<file path="src/rtl/ecpr_pkg.sv">
`timescale 1ns / 1ps
// ----------------------------------------------------------------------------
// ecpr_pkg: shared types and constants of the enhanced clock page replacer
// Command and status codes, cell control, and the sequencer states.
// ----------------------------------------------------------------------------
package ecpr_pkg;

  localparam int MAX_FRAMES_DEF = 64;
  localparam int PAGE_BITS_DEF  = 20;
  localparam int LIMIT_W        = 7;
  localparam int CMD_W          = 2;
  localparam int STATUS_W       = 2;

  localparam logic [LIMIT_W-1:0] LIMIT_RESET = 7'd64;

  localparam logic [CMD_W-1:0] CMD_ACCESS = 2'd0;
  localparam logic [CMD_W-1:0] CMD_VICTIM = 2'd1;
  localparam logic [CMD_W-1:0] CMD_CLEAR  = 2'd2;

  localparam logic [STATUS_W-1:0] ST_OK       = 2'd0;
  localparam logic [STATUS_W-1:0] ST_HIT      = 2'd1;
  localparam logic [STATUS_W-1:0] ST_MISS     = 2'd2;
  localparam logic [STATUS_W-1:0] ST_NOVICTIM = 2'd3;

  typedef enum logic [1:0] {
    CELL_IDLE,
    CELL_ACCESS,
    CELL_CLEAR,
    CELL_VICTIM
  } cell_op_t;

  typedef struct packed {
    cell_op_t op;
    logic     ins_en;
    logic     clr_use;
  } cell_ctrl_t;

  typedef enum logic [1:0] {
    S_IDLE,
    S_EXEC,
    S_APPLY,
    S_HOLD
  } state_t;

endpackage

</file>
<file path="src/rtl/ecpr_if.sv">
`timescale 1ns / 1ps
// ----------------------------------------------------------------------------
// ecpr_if: item channels of the enhanced clock page replacer
// Request channel (command, page, dirty) and result channel (status, victim).
// ----------------------------------------------------------------------------
interface ecpr_in_if #(
  parameter int PAGE_BITS = ecpr_pkg::PAGE_BITS_DEF
);
  logic                       valid;
  logic                       ready;
  logic [ecpr_pkg::CMD_W-1:0] cmd;
  logic [PAGE_BITS-1:0]       page;
  logic                       dirty;

  modport source (output valid, output cmd, output page, output dirty, input ready);
  modport sink   (input valid, input cmd, input page, input dirty, output ready);
endinterface

interface ecpr_out_if #(
  parameter int PAGE_BITS = ecpr_pkg::PAGE_BITS_DEF
);
  logic                          valid;
  logic                          ready;
  logic [ecpr_pkg::STATUS_W-1:0] status;
  logic [PAGE_BITS-1:0]          victim_page;

  modport source (output valid, output status, output victim_page, input ready);
  modport sink   (input valid, input status, input victim_page, output ready);
endinterface

</file>
<file path="src/rtl/ecpr_cell.sv">
`timescale 1ns / 1ps
// ----------------------------------------------------------------------------
// ecpr_cell: one frame of the replacement table
// Holds a page tag with its valid, use and modified bits and applies the
// broadcast command; the valid bit of the left neighbor marks the append slot.
// ----------------------------------------------------------------------------
module ecpr_cell #(
  parameter int PAGE_BITS = ecpr_pkg::PAGE_BITS_DEF
) (
  input  logic                 clk,
  input  logic                 rst_n,
  input  ecpr_pkg::cell_ctrl_t ctrl,
  input  logic [PAGE_BITS-1:0] page,
  input  logic                 dirty,
  input  logic                 prev_valid,
  input  logic                 sel,
  output logic                 valid,
  output logic                 use_o,
  output logic                 mod_o,
  output logic                 match,
  output logic [PAGE_BITS-1:0] tag
);
  import ecpr_pkg::*;

  logic                 valid_r, valid_nxt;
  logic                 use_r, use_nxt;
  logic                 mod_r, mod_nxt;
  logic [PAGE_BITS-1:0] tag_r, tag_nxt;
  logic                 tail;

  assign match = valid_r && (tag_r == page);
  assign tail  = prev_valid && !valid_r;

  always_comb begin
    valid_nxt = valid_r;
    use_nxt   = use_r;
    mod_nxt   = mod_r;
    tag_nxt   = tag_r;
    case (ctrl.op)
      CELL_ACCESS: begin
        if (match) begin
          use_nxt = 1'b1;
          mod_nxt = dirty;
        end else if (ctrl.ins_en && tail) begin
          valid_nxt = 1'b1;
          tag_nxt   = page;
          use_nxt   = 1'b1;
          mod_nxt   = dirty;
        end
      end
      CELL_CLEAR: begin
        if (match) begin
          use_nxt = 1'b0;
          mod_nxt = 1'b0;
        end
      end
      CELL_VICTIM: begin
        // The victim takes a fresh use bit even when a sweep clears all others.
        if (sel) begin
          use_nxt = 1'b1;
          mod_nxt = 1'b0;
        end else if (ctrl.clr_use) begin
          use_nxt = 1'b0;
        end
      end
      default: begin
      end
    endcase
  end

  always_ff @(posedge clk) begin
    if (!rst_n) begin
      valid_r <= 1'b0;
      use_r   <= 1'b0;
      mod_r   <= 1'b0;
    end else begin
      valid_r <= valid_nxt;
      use_r   <= use_nxt;
      mod_r   <= mod_nxt;
    end
  end

  always_ff @(posedge clk) begin
    tag_r <= tag_nxt;
  end

  assign valid = valid_r;
  assign use_o = use_r;
  assign mod_o = mod_r;
  assign tag   = tag_r;

endmodule

</file>
<file path="src/rtl/ecpr_pick.sv">
`timescale 1ns / 1ps
// ----------------------------------------------------------------------------
// ecpr_pick: circular first-candidate search
// Finds the lowest flagged frame at or above the start index, wrapping to the
// lowest flagged frame overall.
// ----------------------------------------------------------------------------
module ecpr_pick #(
  parameter int N = ecpr_pkg::MAX_FRAMES_DEF,
  localparam int IDX_W = $clog2(N)
) (
  input  logic [N-1:0]     flags,
  input  logic [IDX_W-1:0] start,
  output logic             any,
  output logic [IDX_W-1:0] idx
);
  logic [N-1:0] upper;
  logic [N-1:0] vec;
  logic [N-1:0] lowest;

  always_comb begin
    for (int i = 0; i < N; i++) begin
      upper[i] = flags[i] && (IDX_W'(i) >= start);
    end
  end

  assign any    = |flags;
  assign vec    = (|upper) ? upper : flags;
  // Two's complement trick isolates the lowest set bit.
  assign lowest = vec & (~vec + N'(1));

  always_comb begin
    idx = '0;
    for (int i = 0; i < N; i++) begin
      if (lowest[i]) begin
        idx = idx | IDX_W'(i);
      end
    end
  end

endmodule

</file>
<file path="src/rtl/enhanced_clock_page_replacer_unit.sv">
`timescale 1ns / 1ps
// ----------------------------------------------------------------------------
// enhanced_clock_page_replacer_unit: enhanced clock page replacer
// A row of frame cells with tag, use and modified bits, an append pointer,
// a clock hand and a sequencer for access, victim selection and clear.
//
//   Channel   Dir  Handshake            Payload
//   in_ch     in   valid/ready          cmd, page, dirty
//   out_ch    out  valid/ready          status, victim_page
//   cfg_*     in   cfg_we               cfg_wdata = frame_limit
//
// Access, clear and unknown commands go from idle to the exec state, which
// writes the result to the output register; the next item is accepted back
// in idle. Select victim also passes the apply state, set by the register
// between the circular search and the cell update. One item is in work at a
// time. Reset clears every cell's valid, use and modified bit.
// A result waiting on out_ch is held in the output register while the next
// item is accepted; a second finished result waits in a holding register and
// stops the input until the output register frees.
// ----------------------------------------------------------------------------
module enhanced_clock_page_replacer_unit #(
  parameter int MAX_FRAMES = ecpr_pkg::MAX_FRAMES_DEF,
  parameter int PAGE_BITS  = ecpr_pkg::PAGE_BITS_DEF
) (
  input  logic                           clk,
  input  logic                           rst_n,
  ecpr_in_if.sink                        in_ch,
  ecpr_out_if.source                     out_ch,
  input  logic                           cfg_we,
  input  logic [ecpr_pkg::LIMIT_W-1:0]   cfg_wdata
);
  import ecpr_pkg::*;

  localparam int IDX_W = $clog2(MAX_FRAMES);
  localparam int CNT_W = $clog2(MAX_FRAMES + 1);
  localparam int CMP_W = (CNT_W > LIMIT_W) ? CNT_W : LIMIT_W;

  state_t               state_r, state_nxt;
  logic [LIMIT_W-1:0]   lim_r;
  logic [CNT_W-1:0]     cnt_r, cnt_nxt;
  logic [CNT_W-1:0]     hand_r, hand_nxt;
  logic [IDX_W-1:0]     v_r, v_nxt;
  logic                 clr_r, clr_nxt;

  logic [CMD_W-1:0]     cmd_r;
  logic [PAGE_BITS-1:0] page_r;
  logic                 dirty_r;

  logic                 out_valid_r, out_valid_nxt;
  logic [STATUS_W-1:0]  out_status_r, out_status_nxt;
  logic [PAGE_BITS-1:0] out_victim_r, out_victim_nxt;
  logic [STATUS_W-1:0]  hold_status_r, hold_status_nxt;
  logic [PAGE_BITS-1:0] hold_victim_r, hold_victim_nxt;

  cell_ctrl_t           ctrl;
  logic [MAX_FRAMES-1:0] valid_w, use_w, mod_w, match_w, sel_w;
  logic [PAGE_BITS-1:0]  tag_w [MAX_FRAMES];
  logic [MAX_FRAMES-1:0] cand, f0, f1, f2, f3;
  logic [PAGE_BITS-1:0]  vpage;
  logic [IDX_W-1:0]      start;
  logic                  pick_any;
  logic [IDX_W-1:0]      pick_idx;

  logic in_fire, slot_free, hit, room, done;
  logic [STATUS_W-1:0]  res_status;
  logic [PAGE_BITS-1:0] res_victim;

  assign in_ch.ready = (state_r == S_IDLE);
  assign in_fire     = in_ch.valid && in_ch.ready;
  assign slot_free   = !out_valid_r || out_ch.ready;

  assign out_ch.valid       = out_valid_r;
  assign out_ch.status      = out_status_r;
  assign out_ch.victim_page = out_victim_r;

  // ---- frame cells ----
  genvar g;
  generate
    for (g = 0; g < MAX_FRAMES; g++) begin : g_cell
      assign sel_w[g] = (v_r == IDX_W'(g));
      ecpr_cell #(
        .PAGE_BITS (PAGE_BITS)
      ) u_cell (
        .clk        (clk),
        .rst_n      (rst_n),
        .ctrl       (ctrl),
        .page       (page_r),
        .dirty      (dirty_r),
        .prev_valid ((g == 0) ? 1'b1 : valid_w[(g == 0) ? 0 : g - 1]),
        .sel        (sel_w[g]),
        .valid      (valid_w[g]),
        .use_o      (use_w[g]),
        .mod_o      (mod_w[g]),
        .match      (match_w[g]),
        .tag        (tag_w[g])
      );
    end
  endgenerate

  assign hit  = |match_w;
  assign room = (CMP_W'(cnt_r) < CMP_W'(lim_r)) && (cnt_r < CNT_W'(MAX_FRAMES));

  // ---- victim search ----
  assign f0 = valid_w & ~use_w & ~mod_w;
  assign f1 = valid_w & ~use_w & mod_w;
  // After a use-bit sweep only the modified bit separates the classes.
  assign f2 = valid_w & mod_w;
  assign f3 = valid_w & ~mod_w;

  always_comb begin
    if (|f0) begin
      cand = f0;
    end else if (|f1) begin
      cand = f1;
    end else if (|f2) begin
      cand = f2;
    end else begin
      cand = f3;
    end
  end

  assign start = (hand_r < cnt_r) ? hand_r[IDX_W-1:0] : '0;

  ecpr_pick #(
    .N (MAX_FRAMES)
  ) u_pick (
    .flags (cand),
    .start (start),
    .any   (pick_any),
    .idx   (pick_idx)
  );

  always_comb begin
    vpage = '0;
    for (int i = 0; i < MAX_FRAMES; i++) begin
      vpage = vpage | (sel_w[i] ? tag_w[i] : '0);
    end
  end

  // ---- sequencer ----
  always_comb begin
    state_nxt       = state_r;
    cnt_nxt         = cnt_r;
    hand_nxt        = hand_r;
    v_nxt           = v_r;
    clr_nxt         = clr_r;
    ctrl            = '{op: CELL_IDLE, ins_en: 1'b0, clr_use: 1'b0};
    done            = 1'b0;
    res_status      = ST_MISS;
    res_victim      = '0;
    out_valid_nxt   = out_valid_r && !out_ch.ready;
    out_status_nxt  = out_status_r;
    out_victim_nxt  = out_victim_r;
    hold_status_nxt = hold_status_r;
    hold_victim_nxt = hold_victim_r;

    case (state_r)
      S_IDLE: begin
        if (in_fire) begin
          state_nxt = S_EXEC;
        end
      end
      S_EXEC: begin
        case (cmd_r)
          CMD_ACCESS: begin
            ctrl.op     = CELL_ACCESS;
            ctrl.ins_en = !hit && room;
            done        = 1'b1;
            if (hit) begin
              res_status = ST_HIT;
            end else if (room) begin
              res_status = ST_OK;
              cnt_nxt    = cnt_r + CNT_W'(1);
            end
          end
          CMD_VICTIM: begin
            if (cnt_r == '0) begin
              res_status = ST_NOVICTIM;
              done       = 1'b1;
            end else begin
              v_nxt     = pick_any ? pick_idx : '0;
              clr_nxt   = !(|f0) && !(|f1);
              state_nxt = S_APPLY;
            end
          end
          CMD_CLEAR: begin
            ctrl.op    = CELL_CLEAR;
            res_status = hit ? ST_OK : ST_MISS;
            done       = 1'b1;
          end
          default: begin
            done = 1'b1;
          end
        endcase
      end
      S_APPLY: begin
        ctrl.op      = CELL_VICTIM;
        ctrl.clr_use = clr_r;
        hand_nxt     = CNT_W'(v_r) + CNT_W'(1);
        res_status   = ST_OK;
        res_victim   = vpage;
        done         = 1'b1;
      end
      S_HOLD: begin
        if (slot_free) begin
          out_valid_nxt  = 1'b1;
          out_status_nxt = hold_status_r;
          out_victim_nxt = hold_victim_r;
          state_nxt      = S_IDLE;
        end
      end
      default: begin
        state_nxt = S_IDLE;
      end
    endcase

    if (done) begin
      if (slot_free) begin
        out_valid_nxt  = 1'b1;
        out_status_nxt = res_status;
        out_victim_nxt = res_victim;
        state_nxt      = S_IDLE;
      end else begin
        hold_status_nxt = res_status;
        hold_victim_nxt = res_victim;
        state_nxt       = S_HOLD;
      end
    end
  end

  always_ff @(posedge clk) begin
    if (!rst_n) begin
      state_r     <= S_IDLE;
      lim_r       <= LIMIT_RESET;
      cnt_r       <= '0;
      hand_r      <= '0;
      v_r         <= '0;
      clr_r       <= 1'b0;
      out_valid_r <= 1'b0;
    end else begin
      state_r     <= state_nxt;
      cnt_r       <= cnt_nxt;
      hand_r      <= hand_nxt;
      v_r         <= v_nxt;
      clr_r       <= clr_nxt;
      out_valid_r <= out_valid_nxt;
      if (cfg_we) begin
        lim_r <= cfg_wdata;
      end
    end
  end

  always_ff @(posedge clk) begin
    if (in_fire) begin
      cmd_r   <= in_ch.cmd;
      page_r  <= in_ch.page;
      dirty_r <= in_ch.dirty;
    end
    out_status_r  <= out_status_nxt;
    out_victim_r  <= out_victim_nxt;
    hold_status_r <= hold_status_nxt;
    hold_victim_r <= hold_victim_nxt;
  end

  // ---- checks ----
  a_count_bound: assert property (@(posedge clk) disable iff (!rst_n)
    cnt_r <= CNT_W'(MAX_FRAMES))
    else $error("entry count beyond the table size");

  a_unique_tag: assert property (@(posedge clk) disable iff (!rst_n)
    (state_r == S_EXEC) |-> $onehot0(match_w))
    else $error("a page is held by more than one frame");

  a_victim_in_table: assert property (@(posedge clk) disable iff (!rst_n)
    (state_r == S_APPLY) |-> (CNT_W'(v_r) < cnt_r))
    else $error("victim index outside the filled frames");

  a_result_source: assert property (@(posedge clk) disable iff (!rst_n)
    $rose(out_valid_r) |-> $past(state_r != S_IDLE))
    else $error("result raised without an item in work");

endmodule

</file>
<file path="src/flat_wrapper.sv">
// flat-port wrapper written by rule: the top's interface ports become plain ports
module enhanced_clock_page_replacer_unit_flat import ecpr_pkg::*;
#(
  parameter int MAX_FRAMES = ecpr_pkg::MAX_FRAMES_DEF,
  parameter int PAGE_BITS  = ecpr_pkg::PAGE_BITS_DEF
)
  (clk, rst_n, cfg_we, cfg_wdata, in_ch_valid, in_ch_cmd, in_ch_page, in_ch_dirty, in_ch_ready, out_ch_valid, out_ch_status, out_ch_victim_page, out_ch_ready);
  ecpr_in_if #(.PAGE_BITS(PAGE_BITS)) in_ch_i ();
  ecpr_out_if #(.PAGE_BITS(PAGE_BITS)) out_ch_i ();
  input  logic clk;
  input  logic rst_n;
  input  logic cfg_we;
  input  logic [ecpr_pkg::LIMIT_W-1:0] cfg_wdata;
  input wire logic [$bits(in_ch_i.valid)-1:0] in_ch_valid;
  input wire logic [$bits(in_ch_i.cmd)-1:0] in_ch_cmd;
  input wire logic [$bits(in_ch_i.page)-1:0] in_ch_page;
  input wire logic [$bits(in_ch_i.dirty)-1:0] in_ch_dirty;
  output wire logic [$bits(in_ch_i.ready)-1:0] in_ch_ready;
  output wire logic [$bits(out_ch_i.valid)-1:0] out_ch_valid;
  output wire logic [$bits(out_ch_i.status)-1:0] out_ch_status;
  output wire logic [$bits(out_ch_i.victim_page)-1:0] out_ch_victim_page;
  input wire logic [$bits(out_ch_i.ready)-1:0] out_ch_ready;
  assign in_ch_i.valid = in_ch_valid;
  assign in_ch_i.cmd = in_ch_cmd;
  assign in_ch_i.page = in_ch_page;
  assign in_ch_i.dirty = in_ch_dirty;
  assign in_ch_ready = in_ch_i.ready;
  assign out_ch_valid = out_ch_i.valid;
  assign out_ch_status = out_ch_i.status;
  assign out_ch_victim_page = out_ch_i.victim_page;
  assign out_ch_i.ready = out_ch_ready;
  enhanced_clock_page_replacer_unit #(.MAX_FRAMES(MAX_FRAMES), .PAGE_BITS(PAGE_BITS)) u_core (.clk(clk), .rst_n(rst_n), .in_ch(in_ch_i), .out_ch(out_ch_i), .cfg_we(cfg_we), .cfg_wdata(cfg_wdata));
endmodule
</file>
<file path="config.mk">
export PLATFORM = sky130hd
export DESIGN_NAME = enhanced_clock_page_replacer_unit_flat
export DESIGN_NICKNAME = d
export VERILOG_FILES = /design/src/rtl/ecpr_pkg.sv /design/src/rtl/ecpr_if.sv /design/src/rtl/ecpr_cell.sv /design/src/rtl/ecpr_pick.sv /design/src/rtl/enhanced_clock_page_replacer_unit.sv /design/src/flat_wrapper.sv
export SDC_FILE = /design/constraint.sdc
export NUM_CORES = 2
export LEC_CHECK = 0
export BUFFER_PORTS_ARGS = -buffer_cell sky130_fd_sc_hd__buf_2
export CAP_MARGIN = 40
export CORE_AREA = 2 2 390 586
export CTS_CLUSTER_DIAMETER = 40
export DETAILED_ROUTE_END_ITERATION = 10
export DIE_AREA = 0 0 392 588
export PLACE_DENSITY_LB_ADDON = 0.25
export RECOVER_POWER = 25
export SYNTH_ARGS = -nofsm -noshare
export SYNTH_HDL_FRONTEND = slang
export SYNTH_HIERARCHICAL = 1
export SYNTH_SLANG_ARGS = --single-unit
</file>
<file path="constraint.sdc">
create_clock -name clk -period 12.7 [get_ports clk]
set_input_delay 1.27 -clock clk [delete_from_list [all_inputs] [get_ports clk]]
set_output_delay 1.27 -clock clk [all_outputs]
set_load 0.05 [all_outputs]
</file>
==> results of run 1 <==
## logic make-up after synthesis
kind of cell | synth area share
compound gates | 0.0968
simple gates | 0.232
mux | 0.0174
xor+xnor | 0.126
fa+ha+maj | 0.00307
other cells | 0.0000418
flops | 0.498
buf+inv | 0.0271
## metal layers
layer | GRT usage | GRT overflow
met1 | 0.535 | 0
met2 | 0.830 | 2
met3 | 0.219 | 0
met4 | 0.672 | 1
met5 | 0.00481 | 0
## stage by stage
stage                     hold slack [ps]  utilization
after CTS                             467        0.459
after detailed placement              456        0.425
after global placement                452        0.422
after floorplan                       432            -
==> results.md, run 1 <==
- Top Ports: 59
- Clk buf depth: 4
- Cell taking the most area after synthesis: edfxtp_1
- CTS H-Tree Depth: 4
- Die W: 392 um
- Placer congestion estimate: 1.11
- Number of port buffers: 58
- Hold buffers post-CTS: 0
- Log Error: [ERROR GRT-0116] Global routing finished with congestion. Check the congestion regions in the DRC Viewer.
- Post-synth ARST share: 0
- Place WS: 3590 ps
- Ranking of synthesized cells by area: edfxtp_1 44%, xor2_1 7.6%, nand3_1 7.5%, dfxtp_1 5.5%, xnor2_1 5.0%
- CTS Buf Count: 225
- Top FF cell, synth: edfxtp_1
- Clock sink count: between 1500 and 2000
- Mean post-synth cell area: between 10 and 15 um2
- Synth Cell Area: about 90000 um2
- Post-CTS Setup Repair Bufs: 0
- Die Y: 588 um
- Commonest cells in the netlist: 1353 x nand3_1, 1325 x edfxtp_1, 777 x xor2_1
- Placed cell areas: between 90000 and 100000 um2
- Detail Placement HPWL: ~450000 um
- Count of unique library cells instantiated by Yosys: 87
- Root buf cell: clkbuf_16
- Post-CTS Resized: 0
- Yosys top cell area share: 0.443
- Sequential share of the synthesized area: 0.498
- Mapped Cells: roughly 8600
- Run status: aborted with a tool error
- Grt total ovfl: 3
- First-pass GRT wire length: around 860000 um
- Post-synth EDFFs: about 1300
- Largest net degree at the start of global routing: about 190
- Cells after DPL: 11600
- #FFs+latches synth: around 1600
- GRT Total Usage: 0.555
- Last stage: 5_1_grt
- Initial Utilization: 0.398
- Count leader, synth: nand3_1
- Post-synth net total: just under 9000
- Warnings, synthesis: 6
- Row Count: 214
- Vias in the first global route: slightly below 90000
==> run 2: changes to the inputs <==
Settings changed: CORE_AREA 2 2 390 586 to 2 2 603 605, CTS_CLUSTER_DIAMETER 40 to default, DIE_AREA 0 0 392 588 to 0 0 605 607, PLACE_DENSITY_LB_ADDON 0.25 to 0.15.
Clock period 12.7 ns to 16.5 ns, I/O delays scaled along.
==> results.md, run 2 <==
- Die W: 605 um (+54%)
- Synth Area in Compound Gates: 0.0968 (unchanged)
- Clk buf depth: 4 (unchanged)
- First-pass GRT wire length: 712000 um
- DRT iter0 DRCs: ~11000
- Reg-to-reg slack, setup: about 5300 ps
- Slowest-stage cell, CP: clkbuf_1
- Fillcell total: about 38000
- Routed Antenna Nets: 0
- Clk slew on worst S/H paths: ~50 ps
- Final hold vios: 0
- Drt first pass iters: 6
- Crit share post-route: 0.677
- Max Fclk: between 0.08 and 0.09 GHz
- Delay-heaviest family, CP: buffers and inverters
- Row Count: 221 (+3.3%)
- Count leader, synth: nand3_1
- Clk_lat worst skew: ~920 ps
- Placed cell areas: 98400 um2 (+2.8%)
- Commonest cells in the netlist: 1353 x nand3_1, 1325 x edfxtp_1, 777 x xor2_1
- Post-CTS Resized: 0 (unchanged)
- #FFs+latches synth: 1570 (unchanged)
- Ranking of synthesized cells by area: edfxtp_1 44%, xor2_1 7.6%, nand3_1 7.5%, dfxtp_1 5.5%, xnor2_1 5.0%
- Synthesis-to-finish area growth: 16.4%
- Hold crit path type: reg2reg
- Cell taking the most area after synthesis: edfxtp_1
- Slew margin rel.: -1.05
- Most frequent cells in the layout: 1353 x nand3_1, 1325 x edfxtp_1, 777 x xor2_1
- Layout cells sized above 1: 0.0974
- Remaining DRCs: 0
- Clock Skews: around 84 ps
- Hold_ws: ~470 ps
- Hold buffers post-CTS: 0 (unchanged)
- Unrepaired setup endpoints after global routing: no
- Root buf cell: clkbuf_16
- Adder-cell share of the synthesized area: 0.00307 (unchanged)
- Initial Utilization: 0.249 (-0.149)
- Run status: finished, violations left
- CTS Buf Count: 197 (-12%)
- Antenna violations before repair: 36
- Leakage power: around 0.034 uW
- Synth Area in Simple Gates: 0.232 (unchanged)
- Setup violators final: 0
- Most common cell after layout, fill and taps aside: nand3_1
- Clock sink count: 1570 (unchanged)
- CP Capture Type: flop
- Max-slew violations: ~840
- Shortest period the worst path allows: about 11000 ps
- Number of port buffers: 58 (unchanged)
- Nets: between 8000 and 9000
- Largest register FFs: about 1300
- Largest family of logic cells by synthesized area: simple AND/OR/NAND/NOR gates
- Top FF cell, synth: edfxtp_1
- Synth Cell Area: 89800 um2 (unchanged)
- GRT Total Usage: 0.284
- Slowest cell delay on critical path: ~2100 ps
- PD cells: a little over 100 nW/um2
- Routed vias/inst: approximately 5.7
- Maxcap violations: 23
- Crit path buffers/inverters: 8
- Yosys top cell area share: 0.443 (unchanged)
- Post-CTS Setup Repair Bufs: 0 (unchanged)
- CTS H-Tree Depth: 4 (unchanged)
- Top Ports: 59 (unchanged)
- Final instance area: 104000 um2
- Startpoint Class: flop
- Post-synth net total: 8679 (unchanged)
- Mean post-synth cell area: 10.4 um2 (unchanged)
- Mux share of post-synthesis cell area: 0.0174 (unchanged)
- Largest net degree at the start of global routing: ~160
- Grt total ovfl: 0
- Vias in the first global route: 75500
- CP Cell Sequence: clkbuf_1, clkbuf_1, buf_4, xor2_1, nor4_1, clkdlybuf4s15_2, nand2_1, nor4_4, nor4_1, nand4_1, nor4_2, buf_4, o2111a_2, buf_4, buf_4, and3b_1, and3_2, buf_4
- Warnings, synthesis: 6 (unchanged)
- TritonCTS clock tree: built
- VDD IR max: between 0.00009 and 0.0001 V
- Setup TNS: 0 ps
- Core region area: 361000 um2
- CP arrival: about 12000 ps
- Synth Area in XOR/XNOR: 0.126 (unchanged)
- Overall Power: roughly 11000 uW
- Highest net fanout along the worst path: about 50
- Placer congestion estimate: 0.974 (-13%)
- CP dominant cell by count: buf_4
- Count of unique library cells instantiated by Yosys: 87 (unchanged)
- Post-synth ARST share: 0 (unchanged)
- Mapped Cells: 8622 (unchanged)
- Failing checks: capacitance limit, slew limit
- Worst-Margin Slew: around 3000 ps
- Post-synth EDFFs: 1325 (unchanged)
- WL final: about 540000 um
- Worst path required time: roughly 17000 ps
- Sequential share of the synthesized area: 0.498 (unchanged)
- Vias: approximately 79000
- Detail Placement HPWL: 394000 um (-12%)
- Die area: between 300000 and 400000 um2
- Die Y: 607 um (+3.2%)
- Crit path kind: reg2reg
- WL per Instance: 39.1 um
==> run 2: cell counts after synthesis <==
Identical to the previous run, type by type.
==> run 2: cell type report <==
type,instances,area (um2),share of cell area
Tap cell,4794,6000,0.0574
Clock inverter,74,582,0.00557
Clock buffer,280,5520,0.0528
Inverter,172,646,0.00618
Timing Repair Buffer,445,4030,0.0386
Antenna cell,7,17.5,0.000168
Sequential cell,1570,44700,0.428
Multi-Input combinational cell,6428,43000,0.411
==> run 2: logic make-up (layout without fill, tap and decap cells) <==
logic type,count (synthesis),count (layout)
compound gates,1208,1208
buf+inv,624,971
mux,156,156
other cells,1,8
fa+ha+maj,22,22
simple gates,3752,3752
flops,1570,1570
xor+xnor,1289,1289
==> run 2: per-stage QoR <==
step                setup WS, ps   util  cells
floorplan                   2750      -   8622
global placement            7570  0.268  13300
detailed placement          8040  0.273  13400
CTS                         8020  0.290  13800
global route                4930  0.289  13800
finish                      5330  0.289  13800
==> run 2: worst paths after layout <==
kind	from	to	depth (start not counted)
setup reg to reg	u_core/page_r[3]$_DFFE_PP_	u_core/g_cell[17].u_cell/tag[7]$_DFFE_PP_	18
hold / removal	u_core/clr_r$_SDFFE_PN0P_	u_core/clr_r$_SDFFE_PN0P_	2
hold reg to reg	u_core/clr_r$_SDFFE_PN0P_	u_core/clr_r$_SDFFE_PN0P_	2
setup / recovery	u_core/page_r[3]$_DFFE_PP_	u_core/g_cell[17].u_cell/tag[7]$_DFFE_PP_	18
==> run 2: where the power goes <==
part,switching (uW),internal [uW],leakage (uW)
clock,1870,2440,0.00298
combinational,1410,572,0.0173
sequential,45.3,4490,0.0139
==> run 2: worst reg2reg max path: stages (launching register included) <==
cell	delay, ps
edfxtp_1	310
clkbuf_1	1460
clkbuf_1	2140
buf_4	950
xor2_1	280
nor4_1	90
clkdlybuf4s15_2	270
nand2_1	430
nor4_4	160
nor4_1	660
nand4_1	510
nor4_2	410
buf_4	260
o2111a_2	230
buf_4	540
buf_4	560
and3b_1	330
and3_2	630
buf_4	550
==> run 2: metal layers <==
layer	vias up	track usage	share of wire
met1	40900	0.360	0.40
met2	4019	0.438	0.44
li1	33200	-	-
met3	994	0.0658	0.085
met5	-	0	0.000072
met4	6	0.177	0.075
No activity file was read; power rests on OpenSTA's default activity.
